[config.mk]
export PLATFORM = sky130hd
export DESIGN_NAME = drf_two_resource_allocator_unit
export DESIGN_NICKNAME = d
export VERILOG_FILES = /design/src/hdl/drf_pkg.sv /design/src/hdl/drf_ram.sv /design/src/hdl/drf_div.sv /design/src/hdl/drf_two_resource_allocator_unit.sv
export SDC_FILE = /design/constraint.sdc
export NUM_CORES = 1
export LEC_CHECK = 0
export BUFFER_PORTS_ARGS = -buffer_cell sky130_fd_sc_hd__buf_2
export CORE_MARGIN = 4
export CORE_UTILIZATION = 40
export DETAILED_ROUTE_END_ITERATION = 10
export HOLD_SLACK_MARGIN = 0.12
export MAX_ROUTING_LAYER = met4
export PLACE_DENSITY = 0.54
export SLEW_MARGIN = 15
export SYNTH_ARGS = -nofsm -noshare
export SYNTH_HDL_FRONTEND = slang
export SYNTH_SLANG_ARGS = --single-unit
[constraint.sdc]
create_clock -name clk -period 8.94 [get_ports clk]
set_input_delay 0.894 -clock clk [delete_from_list [all_inputs] [get_ports clk]]
set_output_delay 0.894 -clock clk [all_outputs]
set_load 0.02 [all_outputs]
[src/hdl/drf_pkg.sv]
`default_nettype none
// ----------------------------------------------------------------------------
// drf_pkg
// Shared types and constants of the dominant resource fairness allocator.
// ----------------------------------------------------------------------------
package drf_pkg;

  localparam int RES_W   = 16;
  localparam int SHARE_W = 17;

  localparam logic [1:0] FUNC_LOAD  = 2'd0;
  localparam logic [1:0] FUNC_CLEAR = 2'd1;
  localparam logic [1:0] FUNC_ALLOC = 2'd2;

  localparam logic [SHARE_W-1:0] SHARE_ONE = 17'h10000;

  typedef struct packed {
    logic               done;
    logic [SHARE_W-1:0] ratio;
  } div_res_t;

endpackage
`default_nettype wire

[src/hdl/drf_ram.sv]
`default_nettype none
// ----------------------------------------------------------------------------
// drf_ram
// Generic single-write, single-read RAM with a registered read port.
// ----------------------------------------------------------------------------
module drf_ram #(
  parameter int WIDTH = 32,
  parameter int DEPTH = 4
) (
  input  wire logic                     clk,
  input  wire logic                     we,
  input  wire logic [$clog2(DEPTH)-1:0] waddr,
  input  wire logic [WIDTH-1:0]         wdata,
  input  wire logic [$clog2(DEPTH)-1:0] raddr,
  output logic      [WIDTH-1:0]         rdata
);

  logic [WIDTH-1:0] mem_r [DEPTH];

  always_ff @(posedge clk) begin
    if (we) begin
      mem_r[waddr] <= wdata;
    end
    rdata <= mem_r[raddr];
  end

endmodule
`default_nettype wire

[src/hdl/drf_div.sv]
`default_nettype none
// ----------------------------------------------------------------------------
// drf_div
// Bit-serial ratio unit: floor(alloc * 2^16 / cap), saturated at one in Q1.16.
// ----------------------------------------------------------------------------
module drf_div (
  input  wire logic                     clk,
  input  wire logic                     rst_n,
  input  wire logic                     start,
  input  wire logic [drf_pkg::RES_W-1:0] alloc,
  input  wire logic [drf_pkg::RES_W-1:0] cap,
  output drf_pkg::div_res_t              res
);

  import drf_pkg::*;

  logic [4:0]       cnt_r;
  logic             done_r;
  logic [RES_W-1:0] rem_r;
  logic [RES_W-1:0] quo_r;
  logic [RES_W-1:0] cap_r;
  logic             zero_r;
  logic             sat_r;
  logic [RES_W:0]   rem_sh;
  logic [RES_W:0]   rem_sub;
  logic             ge;

  assign rem_sh  = {rem_r, 1'b0};
  assign rem_sub = rem_sh - {1'b0, cap_r};
  assign ge      = rem_sh >= {1'b0, cap_r};

  always_ff @(posedge clk) begin
    if (!rst_n) begin
      cnt_r  <= '0;
      done_r <= 1'b0;
    end else begin
      done_r <= (cnt_r == 5'd1);
      if (start) begin
        cnt_r <= 5'd16;
      end else if (cnt_r != 5'd0) begin
        cnt_r <= cnt_r - 5'd1;
      end
    end
  end

  always_ff @(posedge clk) begin
    if (start) begin
      rem_r  <= alloc;
      quo_r  <= '0;
      cap_r  <= cap;
      zero_r <= (alloc == '0);
      sat_r  <= (alloc >= cap);
    end else if (cnt_r != 5'd0) begin
      rem_r <= ge ? rem_sub[RES_W-1:0] : rem_sh[RES_W-1:0];
      quo_r <= {quo_r[RES_W-2:0], ge};
    end
  end

  always_comb begin
    res.done = done_r;
    priority if (zero_r) begin
      res.ratio = '0;
    end else if (sat_r) begin
      res.ratio = SHARE_ONE;
    end else begin
      res.ratio = {1'b0, quo_r};
    end
  end

endmodule
`default_nettype wire

[src/hdl/drf_two_resource_allocator_unit.sv]
`default_nettype none
// ----------------------------------------------------------------------------
// drf_two_resource_allocator_unit
// Dominant resource fairness allocator over CPU and memory capacity.
//
//   channel  direction  handshake                 payload
//   in       in         start, busy               func, user_index, demands
//   out      out        out_valid (one cycle)     granted .. mem_in_use
//   cfg      in         psel, penable, pready     cpu/mem capacity
//
// Load, clear and unused codes give their result in the cycle after the transfer.
// A granted allocate runs a share scan of one RAM entry per cycle, a fetch, a fit
// check and sixteen steps of the two serial dividers.
// A refused allocate ends after the fit check.
// Reset is synchronous; allocations read as zero until granted again.
// busy is high while an allocate is in flight; the receiver cannot stall.
// ----------------------------------------------------------------------------
module drf_two_resource_allocator_unit #(
  parameter int NUM_USERS = 4
) (
  input  wire logic                         clk,
  input  wire logic                         rst_n,
  input  wire logic                         start,
  output logic                              busy,
  input  wire logic [1:0]                   in_func,
  input  wire logic [1:0]                   in_user_index,
  input  wire logic [drf_pkg::RES_W-1:0]    in_cpu_demand,
  input  wire logic [drf_pkg::RES_W-1:0]    in_mem_demand,
  output logic                              out_valid,
  output logic                              out_granted,
  output logic                              out_refused,
  output logic [1:0]                        out_chosen_user,
  output logic [drf_pkg::SHARE_W-1:0]       out_new_share,
  output logic [drf_pkg::RES_W-1:0]         out_cpu_in_use,
  output logic [drf_pkg::RES_W-1:0]         out_mem_in_use,
  input  wire logic                         psel,
  input  wire logic                         penable,
  input  wire logic                         pwrite,
  input  wire logic [2:0]                   paddr,
  input  wire logic [31:0]                  pwdata,
  output logic [31:0]                       prdata,
  output logic                              pready
);

  import drf_pkg::*;

  localparam int AW    = $clog2(NUM_USERS);
  localparam int CW    = $clog2(NUM_USERS + 1);
  localparam int IW    = (AW > 2) ? AW : 2;
  localparam int DEM_W = 2 * RES_W;
  localparam int ENT_W = 2 * RES_W + SHARE_W;

  typedef enum logic [2:0] {
    S_IDLE,
    S_SCAN,
    S_FETCH,
    S_CHECK,
    S_DIV
  } state_t;

  state_t               state_r;
  logic [RES_W-1:0]     cpu_cap_r;
  logic [RES_W-1:0]     mem_cap_r;
  logic [RES_W-1:0]     cpu_used_r;
  logic [RES_W-1:0]     mem_used_r;
  logic [NUM_USERS-1:0] valid_r;
  logic [CW-1:0]        scan_cnt_r;
  logic [AW-1:0]        best_r;
  logic [SHARE_W-1:0]   best_share_r;
  logic [AW-1:0]        raddr_q_r;
  logic [RES_W-1:0]     need_cpu_r;
  logic [RES_W-1:0]     need_mem_r;
  logic [RES_W-1:0]     new_cpu_r;
  logic [RES_W-1:0]     new_mem_r;
  logic                 out_valid_r;
  logic                 granted_r;
  logic                 refused_r;
  logic [1:0]           chosen_r;
  logic [SHARE_W-1:0]   share_r;

  logic                 accept;
  logic                 cfg_wr;
  logic [IW-1:0]        uidx_ext;
  logic [IW-1:0]        best_ext;
  logic                 dem_we;
  logic [DEM_W-1:0]     dem_rdata;
  logic                 ent_we;
  logic [AW-1:0]        ent_raddr;
  logic [ENT_W-1:0]     ent_wdata;
  logic [ENT_W-1:0]     ent_rdata;
  logic [ENT_W-1:0]     entry;
  logic [SHARE_W-1:0]   entry_share;
  logic [RES_W-1:0]     entry_cpu;
  logic [RES_W-1:0]     entry_mem;
  logic [RES_W-1:0]     dem_cpu;
  logic [RES_W-1:0]     dem_mem;
  logic                 fits;
  logic [RES_W-1:0]     sum_cpu;
  logic [RES_W-1:0]     sum_mem;
  logic                 div_start;
  logic [SHARE_W-1:0]   new_share;
  div_res_t             div_cpu_res;
  div_res_t             div_mem_res;

  assign accept   = start && !busy;
  assign busy     = (state_r != S_IDLE);
  assign uidx_ext = IW'(in_user_index);
  assign best_ext = IW'(best_r);
  assign dem_we   = accept && (in_func == FUNC_LOAD) && (32'(in_user_index) < NUM_USERS);

  drf_ram #(
    .WIDTH (DEM_W),
    .DEPTH (NUM_USERS)
  ) u_dem_ram (
    .clk   (clk),
    .we    (dem_we),
    .waddr (uidx_ext[AW-1:0]),
    .wdata ({in_cpu_demand, in_mem_demand}),
    .raddr (best_r),
    .rdata (dem_rdata)
  );

  assign ent_raddr = (state_r == S_SCAN) ? scan_cnt_r[AW-1:0] : best_r;
  assign ent_we    = (state_r == S_DIV) && div_cpu_res.done;
  assign new_share = (div_cpu_res.ratio >= div_mem_res.ratio) ? div_cpu_res.ratio
                                                              : div_mem_res.ratio;
  assign ent_wdata = {new_cpu_r, new_mem_r, new_share};

  drf_ram #(
    .WIDTH (ENT_W),
    .DEPTH (NUM_USERS)
  ) u_ent_ram (
    .clk   (clk),
    .we    (ent_we),
    .waddr (best_r),
    .wdata (ent_wdata),
    .raddr (ent_raddr),
    .rdata (ent_rdata)
  );

  // An entry that has not been granted since reset or clear reads as zero.
  assign entry       = valid_r[raddr_q_r] ? ent_rdata : '0;
  assign entry_share = entry[SHARE_W-1:0];
  assign entry_mem   = entry[SHARE_W +: RES_W];
  assign entry_cpu   = entry[SHARE_W+RES_W +: RES_W];
  assign dem_cpu     = dem_rdata[RES_W +: RES_W];
  assign dem_mem     = dem_rdata[RES_W-1:0];

  assign fits = (({1'b0, cpu_used_r} + {1'b0, dem_cpu}) <= {1'b0, cpu_cap_r}) &&
                (({1'b0, mem_used_r} + {1'b0, dem_mem}) <= {1'b0, mem_cap_r});
  assign sum_cpu   = entry_cpu + dem_cpu;
  assign sum_mem   = entry_mem + dem_mem;
  assign div_start = (state_r == S_CHECK) && fits;

  drf_div u_div_cpu (
    .clk   (clk),
    .rst_n (rst_n),
    .start (div_start),
    .alloc (sum_cpu),
    .cap   (cpu_cap_r),
    .res   (div_cpu_res)
  );

  drf_div u_div_mem (
    .clk   (clk),
    .rst_n (rst_n),
    .start (div_start),
    .alloc (sum_mem),
    .cap   (mem_cap_r),
    .res   (div_mem_res)
  );

  assign cfg_wr = psel && penable && pwrite;
  assign pready = 1'b1;
  assign prdata = {16'd0, paddr[2] ? mem_cap_r : cpu_cap_r};

  always_ff @(posedge clk) begin
    if (!rst_n) begin
      cpu_cap_r <= 16'd9;
      mem_cap_r <= 16'd18;
    end else if (cfg_wr) begin
      if (paddr[2]) begin
        mem_cap_r <= pwdata[RES_W-1:0];
      end else begin
        cpu_cap_r <= pwdata[RES_W-1:0];
      end
    end
  end

  always_ff @(posedge clk) begin
    raddr_q_r <= ent_raddr;
  end

  always_ff @(posedge clk) begin
    if (!rst_n) begin
      state_r     <= S_IDLE;
      out_valid_r <= 1'b0;
      valid_r     <= '0;
      cpu_used_r  <= '0;
      mem_used_r  <= '0;
    end else begin
      out_valid_r <= 1'b0;
      unique case (state_r)
        S_IDLE: begin
          if (accept) begin
            if (in_func == FUNC_ALLOC) begin
              state_r    <= S_SCAN;
              scan_cnt_r <= '0;
            end else begin
              out_valid_r <= 1'b1;
              granted_r   <= 1'b0;
              refused_r   <= 1'b0;
              chosen_r    <= 2'd0;
              share_r     <= '0;
              if (in_func == FUNC_CLEAR) begin
                valid_r    <= '0;
                cpu_used_r <= '0;
                mem_used_r <= '0;
              end
            end
          end
        end
        S_SCAN: begin
          scan_cnt_r <= scan_cnt_r + CW'(1);
          if (scan_cnt_r != '0) begin
            if ((scan_cnt_r == CW'(1)) || (entry_share < best_share_r)) begin
              best_r       <= raddr_q_r;
              best_share_r <= entry_share;
            end
          end
          if (scan_cnt_r == CW'(NUM_USERS)) begin
            state_r <= S_FETCH;
          end
        end
        S_FETCH: begin
          state_r <= S_CHECK;
        end
        S_CHECK: begin
          if (fits) begin
            need_cpu_r <= dem_cpu;
            need_mem_r <= dem_mem;
            new_cpu_r  <= sum_cpu;
            new_mem_r  <= sum_mem;
            state_r    <= S_DIV;
          end else begin
            out_valid_r <= 1'b1;
            granted_r   <= 1'b0;
            refused_r   <= 1'b1;
            chosen_r    <= best_ext[1:0];
            share_r     <= best_share_r;
            state_r     <= S_IDLE;
          end
        end
        S_DIV: begin
          if (div_cpu_res.done) begin
            out_valid_r     <= 1'b1;
            granted_r       <= 1'b1;
            refused_r       <= 1'b0;
            chosen_r        <= best_ext[1:0];
            share_r         <= new_share;
            valid_r[best_r] <= 1'b1;
            cpu_used_r      <= cpu_used_r + need_cpu_r;
            mem_used_r      <= mem_used_r + need_mem_r;
            state_r         <= S_IDLE;
          end
        end
        default: begin
          state_r <= S_IDLE;
        end
      endcase
    end
  end

  assign out_valid       = out_valid_r;
  assign out_granted     = granted_r;
  assign out_refused     = refused_r;
  assign out_chosen_user = chosen_r;
  assign out_new_share   = share_r;
  assign out_cpu_in_use  = cpu_used_r;
  assign out_mem_in_use  = mem_used_r;

  a_grant_xor_refuse : assert property (@(posedge clk) disable iff (!rst_n)
    out_valid_r |-> !(granted_r && refused_r))
    else $error("Grant and refusal reported in the same transfer.");

  a_div_in_step : assert property (@(posedge clk) disable iff (!rst_n)
    div_cpu_res.done == div_mem_res.done)
    else $error("The two ratio units have lost step.");

  a_usage_in_cap : assert property (@(posedge clk) disable iff (!rst_n)
    (out_valid_r && granted_r) |-> (cpu_used_r <= cpu_cap_r && mem_used_r <= mem_cap_r))
    else $error("A grant has pushed usage beyond capacity.");

  a_alloc_busy : assert property (@(posedge clk) disable iff (!rst_n)
    (accept && in_func == FUNC_ALLOC) |=> busy)
    else $error("An allocate transfer did not raise busy.");

  a_result_idle : assert property (@(posedge clk) disable iff (!rst_n)
    out_valid_r |-> !busy)
    else $error("A result was issued while an allocate is still in flight.");

endmodule
`default_nettype wire
# Word-level counts from Yosys, hierarchy flattened
# Memory sizes are Yosys's and may differ from the RTL's. A register that Yosys moved wholly into a read port is not among the register bits.
# Cells that the tools add are included.
# W data, S select, Z words.
# word_totals
regBits	292
ramBits	324
inputBits	77
n_memories	2
# classes
n_addsub	11
order_cmp	11
n_eq_ne	16
muxes	70
bitwise_logic	3
n_reduce_logical	32
# memory_table
memory	words	word_bits	read_ports	rd_ports_with_merged_regs	write_ports	line_no	text
u_ent_ram.mem_r	4	49	1	1	1	drf_ram.sv:18	logic [WIDTH-1:0] mem_r [DEPTH];
u_dem_ram.mem_r	4	32	1	1	1	drf_ram.sv:18	
# op_table
op	n
$mux W16	12
$mux W17	9
$add A16 B16 Y16	4
$pmux W16 S2	2
$pmux W17 S3	1
$mux W49	1
$add A16 B16 Y17	2
$ge A17 B16 Y1	2
$le A17 B16 Y1	2
$ge A16 B16 Y1	2
$logic_not A16 Y1	2
$sub A16 B16 Y16	2
$mux W3	7
$mux W5	4
$ge A17 B17 Y1	1
$lt A17 B17 Y1	1
$mux W1	16
$mux W4	4
$pmux W3 S5	1
$reduce_and A4 Y1	3
$mux W2	5
$ne A2 B2 Y1 const B	5
$reduce_bool A5 Y1	2
$sub A5 B1 Y5 const B	2
other kinds (30)	51

# Longest topological paths before layout
# Gate-level depths: netlist of the first run.
# logic_depth
word_depth	7
ltp_mapped	22
ltp_nobuf	20

# Hierarchy
# A second synthesis of the first run with hierarchy kept.
# hier_totals
cells_unflattened	2639
area_unflattened_um2	33430.8
# modules_own_cells
mod	n_inst	cells_per_inst	area_each_um2	seq_area_each_um2
drf_two_resource_allocator_unit	1	1337	12642.1	4694.5
drf_ram (u_ent_ram)	1	309	8104.0	6866.6
drf_div	2	395	3677.3	1461.4
drf_ram (u_dem_ram)	1	203	5330.1	4484.3

# Worst setup path before layout of the first run
# Ideal clock, no wire load.
# synth_path
path_kind	register -> register
from	reg mem_used_r[1] (netlist: out_mem_in_use[1])
to	reg need_cpu_r[0] (enable)
arrival_time_ns	6.991
required_time_ns	8.512
slack_ns	1.521
path_stages_with_launch	19
n_path_buf	0
synth_period_minus_slack_ns	7.419
path_cell_list	dfxtp_1 ha_1 a211oi_1 o21ai_0 a41o_1 o211ai_1 nand3_1 o21a_1 o21ai_0 nand2b_1 xor2_1 ha_1 nand4_1 nor2_1 nand3_1 o21ai_0 a31oi_1 nor4_2 and2_1
# synth_between
elab_chain_len	4
# synth_lines
item	line_no	text
from (decl)	drf_two_resource_allocator_unit.sv:65	logic [RES_W-1:0] mem_used_r;
from (signal assigned)	drf_two_resource_allocator_unit.sv:263	mem_used_r <= mem_used_r + need_mem_r;
$add A16 B16 Y17	drf_two_resource_allocator_unit.sv:150	(({1'b0, mem_used_r} + {1'b0, dem_mem}) <= {1'b0, mem_cap_r});
$le A17 B16 Y1	drf_two_resource_allocator_unit.sv:150	
$logic_and A1 B1 Y1	drf_two_resource_allocator_unit.sv:149	assign fits = (({1'b0, cpu_used_r} + {1'b0, dem_cpu}) <= {1'b0, cpu_cap_r}) &&
$reduce_and A3 Y1 (no source line)	-	
to (signal assigned)	drf_two_resource_allocator_unit.sv:240	need_cpu_r <= dem_cpu;
to (decl)	drf_two_resource_allocator_unit.sv:71	logic [RES_W-1:0] need_cpu_r;
# Every way passes these cells.
# A chain may end at the register's enable or synchronous reset.

# Worst setup path after layout of the first run
# layout_path
from	reg mem_used_r[1] (netlist: out_mem_in_use[1])
to	reg share_r[6] (netlist: out_new_share[6]) (enable)
# layout_between
elab_chain_len	5
# layout_lines
item	line_no	text
$add A16 B16 Y17	drf_two_resource_allocator_unit.sv:150	
$le A17 B16 Y1	drf_two_resource_allocator_unit.sv:150	
$logic_and A1 B1 Y1	drf_two_resource_allocator_unit.sv:149	
$ne A2 B2 Y1 (no source line)	-	
$reduce_and A6 Y1 (no source line)	-	
to (signal assigned)	drf_two_resource_allocator_unit.sv:250	share_r <= best_share_r;
to (signal assigned)	drf_two_resource_allocator_unit.sv:260	share_r <= new_share;
to (decl)	drf_two_resource_allocator_unit.sv:79	logic [SHARE_W-1:0] share_r;
# Every way passes these cells.

==> results by group, run 1 <==
Outcome
  • Status: finished clean

Route
  • First-pass DRT Iterations: 5
  • Avg WL per Cell: 21.4 um
  • Post-route ant nets: 0
  • 1st-iter DRT viols: ~1400
  • Drc violations: 0
  • Final WL: 87200 um
  • DR vias: 21900
  • Drt via density: 5.36

Final layout
  • Layout cells sized above 1: 12.1%
  • FILL cells: 7376
  • Final net count: 3261
  • Fin cells: slightly above 4000
  • Layout area overhead: 13.5%
  • FF+latch area: 18900 um2
  • Area of the multi-input gates: approximately 13000 um2

Power and ir drop
  • Clock power frac: 35.6%
  • Peak VDD IR: 207 uV
  • P_sw: 2.47 mW
  • Pwr Density: 235 nW/um2
  • Switching share of power: 28.2%
  • Pleak: between 10 and 15 nW
  • Comb pwr share: 19.2%
  • P_int: 6.30 mW
  • Part of the power in registers: 45.2%

Min path
  • HP Class: reg -> reg

Setup path
  • Data arrival, critical path: approximately 6300 ps
  • Reg2Reg Setup Slack: approximately 2900 ps
  • CP most frequent cell: o21ai_0
  • Critical Path Sink Type: flip-flop
  • Largest stage delay, worst path: between 900 and 1000 ps
  • Critical Path Start Type: flip-flop
  • Critical Path Slowest Stage Cell: nor2_2
  • WP buf/inv: 1
  • Crit path kind: reg -> reg
  • Required time of the critical path: 9170 ps
  • Biggest fanout along the worst timing path: 30
  • Top Family by Delay on Critical Path: compound AO/OA/AOI/OAI gates
  • Worst path cell trace: ha_1, a211oi_1, o21ai_0, a41o_1, o211ai_1, nand3_1, o21a_1, o21ai_0, nand2b_1, xor2_1, ha_1, nand4_1, nor2_1, nand3_1, o21ai_0, a31oi_1, nor4b_4, buf_4, nand2b_1, nor2_2

Placed design
  • Placed insts: 3928
  • DPL Wire Length: 60000 um
  • Routability cong.: roughly 0.9
  • IO buf count: 129

Synthesis
  • Most frequent cell after synthesis: edfxtp_1
  • Async set-reset flop share out of synthesis: 0%
  • Syn avg cell area: 11.8 um2
  • Netlist cell types: 79
  • Cell Area, Synth: 32900 um2
  • Synth Flop Type: edfxtp_1
  • Yosys top cell area share: a little under half
  • Synth Instances: between 2000 and 3000
  • Ys Warns: 0
  • Top cells by count, synth: edfxtp_1 (499), nand2_1 (378), ha_1 (229), dfxtp_1 (198), inv_1 (153)
  • Post-synth EDFFs: 499
  • Seq/Total Area, Yosys: 57.6%
  • Yosys reg bits: 697
  • Largest cells by area after synthesis: edfxtp_1 (46%), dfxtp_1 (12%), ha_1 (8.7%), nand2_1 (4.3%), mux4_2 (2.3%)
  • Largest area contributor in the netlist: edfxtp_1

Clock network
  • Setup Buffers After CTS: 0
  • CTS tree: yes
  • Worst-Skew Late Latency: 640 ps
  • Clk slew on worst S/H paths: 60 ps
  • CTS H-tree depth: 3
  • Clk root buf: clkbuf_16
  • Clock tree sinks: 697
  • Clock Path Buffers: 3
  • # hold bufs at CTS: 0
  • CTS resizes: 0
  • Cts bufs inserted: 77

Flow run
  • Max Cap Viol: 0

Global route
  • Vias in the first global route: 21900
  • Total global routing overflow: 0
  • Initial antenna violation count: 4
  • GRT Total Usage: 20.5%
  • Largest net degree at the start of global routing: about 80
  • First-pass GRT wire length: ~130000 um

Timing
  • Final hold vios: 0
  • Setup-failing EPs final: 0
  • Tmin final: 6080 ps
  • Fin. max-slew vios: 0
  • TNS Setup: 0 ps
  • FMAX: 0.164 GHz
  • Layout Skew: 37.8 ps
  • Final cycle utilization of the critical path: approximately two thirds
  • RSZ-0062 raised after global routing: no
  • Worst rel slew slack: between 20% and 30%
  • Worst Tran Pin Value: between 1000 and 1500 ps

Die
  • Die Y: between 200 and 300 um
  • Initial Util: 40.6%
  • DIE AREA: 86900 um2
  • Chip width: 295 um
  • Num rows: 104
  • Core Region: 81100 um2
  • Num ports: 165
flip-flops by register name (all words and copies together) (netlist names), 17 cells and up:
| name | count |
|---|---|
| u_ent_ram.mem_r | 196 |
| u_dem_ram.mem_r | 128 |
| u_ent_ram.rdata | 49 |
| u_dem_ram.rdata | 32 |
| best_share_r | 17 |
| out_new_share | 17 |
worst reg2reg max path: stages (launching register included):
cell and delay, ps:
dfxtp_1 470, ha_1 290, a211oi_1 330, o21ai_0 240, a41o_1 350, o211ai_1 190, nand3_1 140, o21a_1 190
o21ai_0 140, nand2b_1 90, xor2_1 280, ha_1 310, nand4_1 100, nor2_1 50, nand3_1 70, o21ai_0 80
a31oi_1 560, nor4b_4 90, buf_4 270, nand2b_1 500, nor2_2 920
cell usage in the layout (no fill, tap or decap), drive strengths merged, types with 15 or more instances in the layout:
cell,count
nor3,40
nor2,145
a21oi,125
o21a,31
xor2,26
mux4,33
a22oi,20
o21ai,100
nor2b,60
ha,229
and3,63
a211oi,26
conb,17
nand2b,25
dfxtp,198
a22o,17
nand4,21
edfxtp,499
mux2i,52
inv,161
clkinv,20
a21o,48
buf,168
xnor2,73
o211ai,15
nand2,378
a21boi,31
and2,56
a31oi,66
nand3,24
clkbuf,111
cell families after synthesis:
family                   synth area share [%]
XOR/XNOR                                 2.64
other                                  0.0228
AO/OA/AOI/OAI                            10.9
AND/OR/NAND/NOR                          12.3
buffers and inverters                    3.32
adder cells (fa/ha/maj)                  9.20
flip-flops                               57.6
multiplexers                             4.01
area by class of cell:
cell class,instances,share of cell area (%)
clock buffer,111,5.97
multi-input combinational,1848,34.9
sequential,697,50.8
tap,1060,3.55
clock inverter,33,0.764
antenna,3,0.0201
timing repair buffer,168,2.51
inverter,155,1.56
layer usage:
metal | up-vias | part of all wire, % | track usage [%]
met3 | 129 | 5.2 | 4.14
met5 | - | 0 | -
met1 | 10800 | 44 | 25.5
li1 | 10500 | - | -
met2 | 474 | 48 | 33.8
met4 | 0 | 3.2 | 6.28
final timing paths:
kind,start,depth (start not counted),endpoint
setup / recovery,out_mem_in_use[1]$_SDFFE_PN0P_,20,out_new_share[6]$_DFFE_PP_
hold / removal,raddr_q_r[1]$_DFF_P_,0,best_ext[1]$_DFFE_PP_
setup reg to reg,out_mem_in_use[1]$_SDFFE_PN0P_,20,out_new_share[6]$_DFFE_PP_
hold reg to reg,raddr_q_r[1]$_DFF_P_,0,best_ext[1]$_DFFE_PP_
power by group through the flow:
stage                     combinational [mW]  clock [mW]  sequential [mW]
after floorplan                         1.29           0             3.96
after global placement                  1.63           0             4.03
after detailed placement                1.68           0             4.03
after CTS                               1.69        3.21             3.97
after global routing                    1.90        3.35             3.99
final                                   1.68        3.13             3.97
through the flow:
| step | power (mW) | worst slack, ps | cell area [um2] | hold slack (ps) | utilization (%) |
|---|---|---|---|---|---|
| after floorplan | 5.25 | 1520 | 33000 | 408 | - |
| after global placement | 5.65 | 2940 | 34800 | 434 | 42.9 |
| after detailed placement | 5.71 | 2840 | 34800 | 436 | 42.9 |
| after CTS | 8.87 | 2790 | 37300 | 436 | 46.0 |
| after global routing | 9.24 | 2450 | 37300 | 439 | 46.0 |
| final | 8.78 | 2860 | 37300 | 456 | 46.0 |
Power figures use the tool's default switching activity.
==> run 2, diff against run 1 <==
==> constraint.sdc (replaced) <==
create_clock -name clk -period 5.6 [get_ports clk]
set_input_delay 0.56 -clock clk [delete_from_list [all_inputs] [get_ports clk]]
set_output_delay 0.56 -clock clk [all_outputs]
set_load 0.02 [all_outputs]
==> results by group, run 2 (synthesis gave the netlist of run 1 again) <==
Outcome
  • Status: finished clean

Setup path
  • Worst path cell trace: inv_1, fa_1, nor2b_1, o31a_1, o21ai_2, o21ai_1, and2_1, o21a_1, nor2_1, xnor2_1, ha_1, nand2_1, nor3_1, a41oi_1, or2_2, o31ai_1, nor4b_4, buf_12, inv_2, nand2_1, buf_4
  • Biggest fanout along the worst timing path: 47
  • Required time of the critical path: a little under 6000 ps
  • Data arrival, critical path: between 5000 and 6000 ps
  • Crit path kind: reg -> reg
  • Critical Path Sink Type: flip-flop
  • Largest stage delay, worst path: 520 ps
  • RR Endpoint: u_div_mem.rem_r[3]$_DFFE_PP_
  • CP most frequent cell: nand2_1
  • Worst path depth: 21
  • Critical Path Start Type: flip-flop
  • Worst-case reg-to-reg path depth: 21
  • WP buf/inv: 4
  • RR Startpoint: u_dem_ram.rdata[17]$_DFF_P_
  • Reg2Reg Setup Slack: roughly 550 ps
  • Critical Path Slowest Stage Cell: dfxtp_1
  • Top Family by Delay on Critical Path: simple AND/OR/NAND/NOR gates

Final layout
  • Commonest non-fill, non-tap cells in the layout: edfxtp_1 (499), nand2_1 (378), ha_1 (228)
  • Max reg flops: 196
  • Top flop regs: u_ent_ram.mem_r: 196 flops, u_dem_ram.mem_r: 128 flops, u_ent_ram.rdata: 49 flops
  • Commonest non-fill, non-tap cell in the layout: edfxtp_1
  • Area of the multi-input gates: 13000 um2
  • Final net count: 3302
  • FF+latch area: 19000 um2
  • Layout cells sized above 1: 12.9%
  • FILL cells: 7346
  • Layout area overhead: 15.0%
  • Largest Register: u_ent_ram.mem_r

Global route
  • Largest net degree at the start of global routing: 65
  • Initial antenna violation count: 2
  • First-pass GRT wire length: 132000 um
  • Total global routing overflow: 0
  • Vias in the first global route: around 22000
  • GRT Total Usage: 20.6%

Route
  • First-pass DRT Iterations: 5
  • Drc violations: 0
  • Avg WL per Cell: between 20 and 25 um
  • 1st-iter DRT viols: 1632
  • Post-route ant nets: 0
  • DR vias: between 20000 and 25000
  • Final WL: 87100 um
  • Drt via density: ~5.4

Clock network
  • Clk slew on worst S/H paths: roughly 60 ps
  • Cts bufs inserted: 79
  • CTS resizes: 0
  • Worst-Skew Late Latency: 630 ps
  • Clock Path Buffers: 3
  • Clock tree sinks: 697
  • CTS tree: yes
  • CTS H-tree depth: 3
  • Clk root buf: clkbuf_16

Min path
  • Endpoint, Worst Hold: u_dem_ram.mem_r[2][29]$_DFFE_PP_
  • HP Class: in -> reg
  • WHS Path Cells: 1
  • HP Start: in_cpu_demand[13]

Timing
  • Layout Skew: ~29 ps
  • Final hold slack: 160 ps
  • RSZ-0062 raised after global routing: no
  • TNS Setup: 0 ps
  • Final cycle utilization of the critical path: 90.2%
  • Fin. max-slew vios: 0
  • Setup-failing EPs final: 0
  • FMAX: ~0.20 GHz
  • Worst rel slew slack: 28.4%
  • Final hold vios: 0
  • Worst Tran Pin Value: 1070 ps
  • Tmin final: a little over 5000 ps

Power and ir drop
  • Pwr Density: 376 nW/um2
  • Peak VDD IR: 258 uV
  • Pleak: roughly 15 nW

Placed design
  • DPL Wire Length: 61100 um
  • IO buf count: 129
  • Routability cong.: between 0.8 and 0.9

Flow run
  • Max Cap Viol: 0

Die
  • DIE AREA: ~87000 um2
  • Die Y: about 300 um
  • Core Region: 81100 um2
  • Num rows: 104
  • Num ports: 165
  • Initial Util: roughly two fifths
  • Chip width: 295 um
run 2: worst max-delay path by stage:
stage	startpoint	endpoint	slack [ps]
2_1_floorplan	out_cpu_in_use[1]$_SDFFE_PN0P_	need_cpu_r[0]$_DFFE_PP_	-160
3_3_place_gp	raddr_q_r[0]$_DFF_P_	u_div_cpu.sat_r$_DFFE_PP_	710
3_5_place_dp	u_dem_ram.rdata[17]$_DFF_P_	u_div_mem.rem_r[2]$_DFFE_PP_	670
4_1_cts	u_dem_ram.rdata[17]$_DFF_P_	u_div_mem.rem_r[12]$_DFFE_PP_	570
5_1_grt	u_dem_ram.rdata[17]$_DFF_P_	u_div_mem.rem_r[14]$_DFFE_PP_	300
6_report	u_dem_ram.rdata[17]$_DFF_P_	u_div_mem.rem_r[3]$_DFFE_PP_	550
run 2: metrics by stage:
step                      cells  setup WS, ps  area [um2]  power [mW]  util [%]
final                      4116           551       37800        14.2      46.7
after global placement     3945           708       35000        9.05      43.2
after floorplan            2810          -157       33000        8.38         -
after detailed placement   3945           667       35000        9.16      43.2
after CTS                  4115           570       37800        14.4      46.7
after global routing       4116           303       37800        15.0      46.7
run 2: per-layer routing:
metal	global-route usage [%]	routed length (um)	share of wire, %	up-vias
met5	-	0	0	-
met4	7.72	3570	4.1	0
met3	3.10	4550	5.2	165
met2	33.8	41900	48	539
met1	25.9	37100	43	10800
li1	-	-	-	10500
run 2: final cells by class:
class	count	share of cell area [%]
tap	1060	3.50
timing repair buffer	207	3.50
antenna	1	0.00661
multi-input combinational	1848	34.4
clock inverter	38	1.02
clock buffer	110	5.91
sequential	697	50.1
inverter	155	1.54
run 2: worst reg2reg max path: stages, from the launching register on:
cell     delay, ps
dfxtp_1        520
inv_1          200
fa_1           470
nor2b_1        160
o31a_1         230
o21ai_2        110
o21ai_1        190
and2_1         190
o21a_1         120
nor2_1          50
xnor2_1        130
ha_1           300
nand2_1         80
nor3_1         260
a41oi_1        170
or2_2          300
o31ai_1         80
nor4b_4        290
buf_12         260
inv_2          250
nand2_1        130
buf_4          260
run 2: what timing repair did:
action | CTS | global route
buffers inserted | 0 | 0
hold endpoints to repair | 88 | 0
hold buffers | 22 | 0
run 2: where the power goes:
part / leakage [nW] / internal (mW) / switching, mW
Sequential: 6.19 / 6.06 / 0.264
Combinational: 7.59 / 1.14 / 1.59
Clock: 1.30 / 3.06 / 2.11
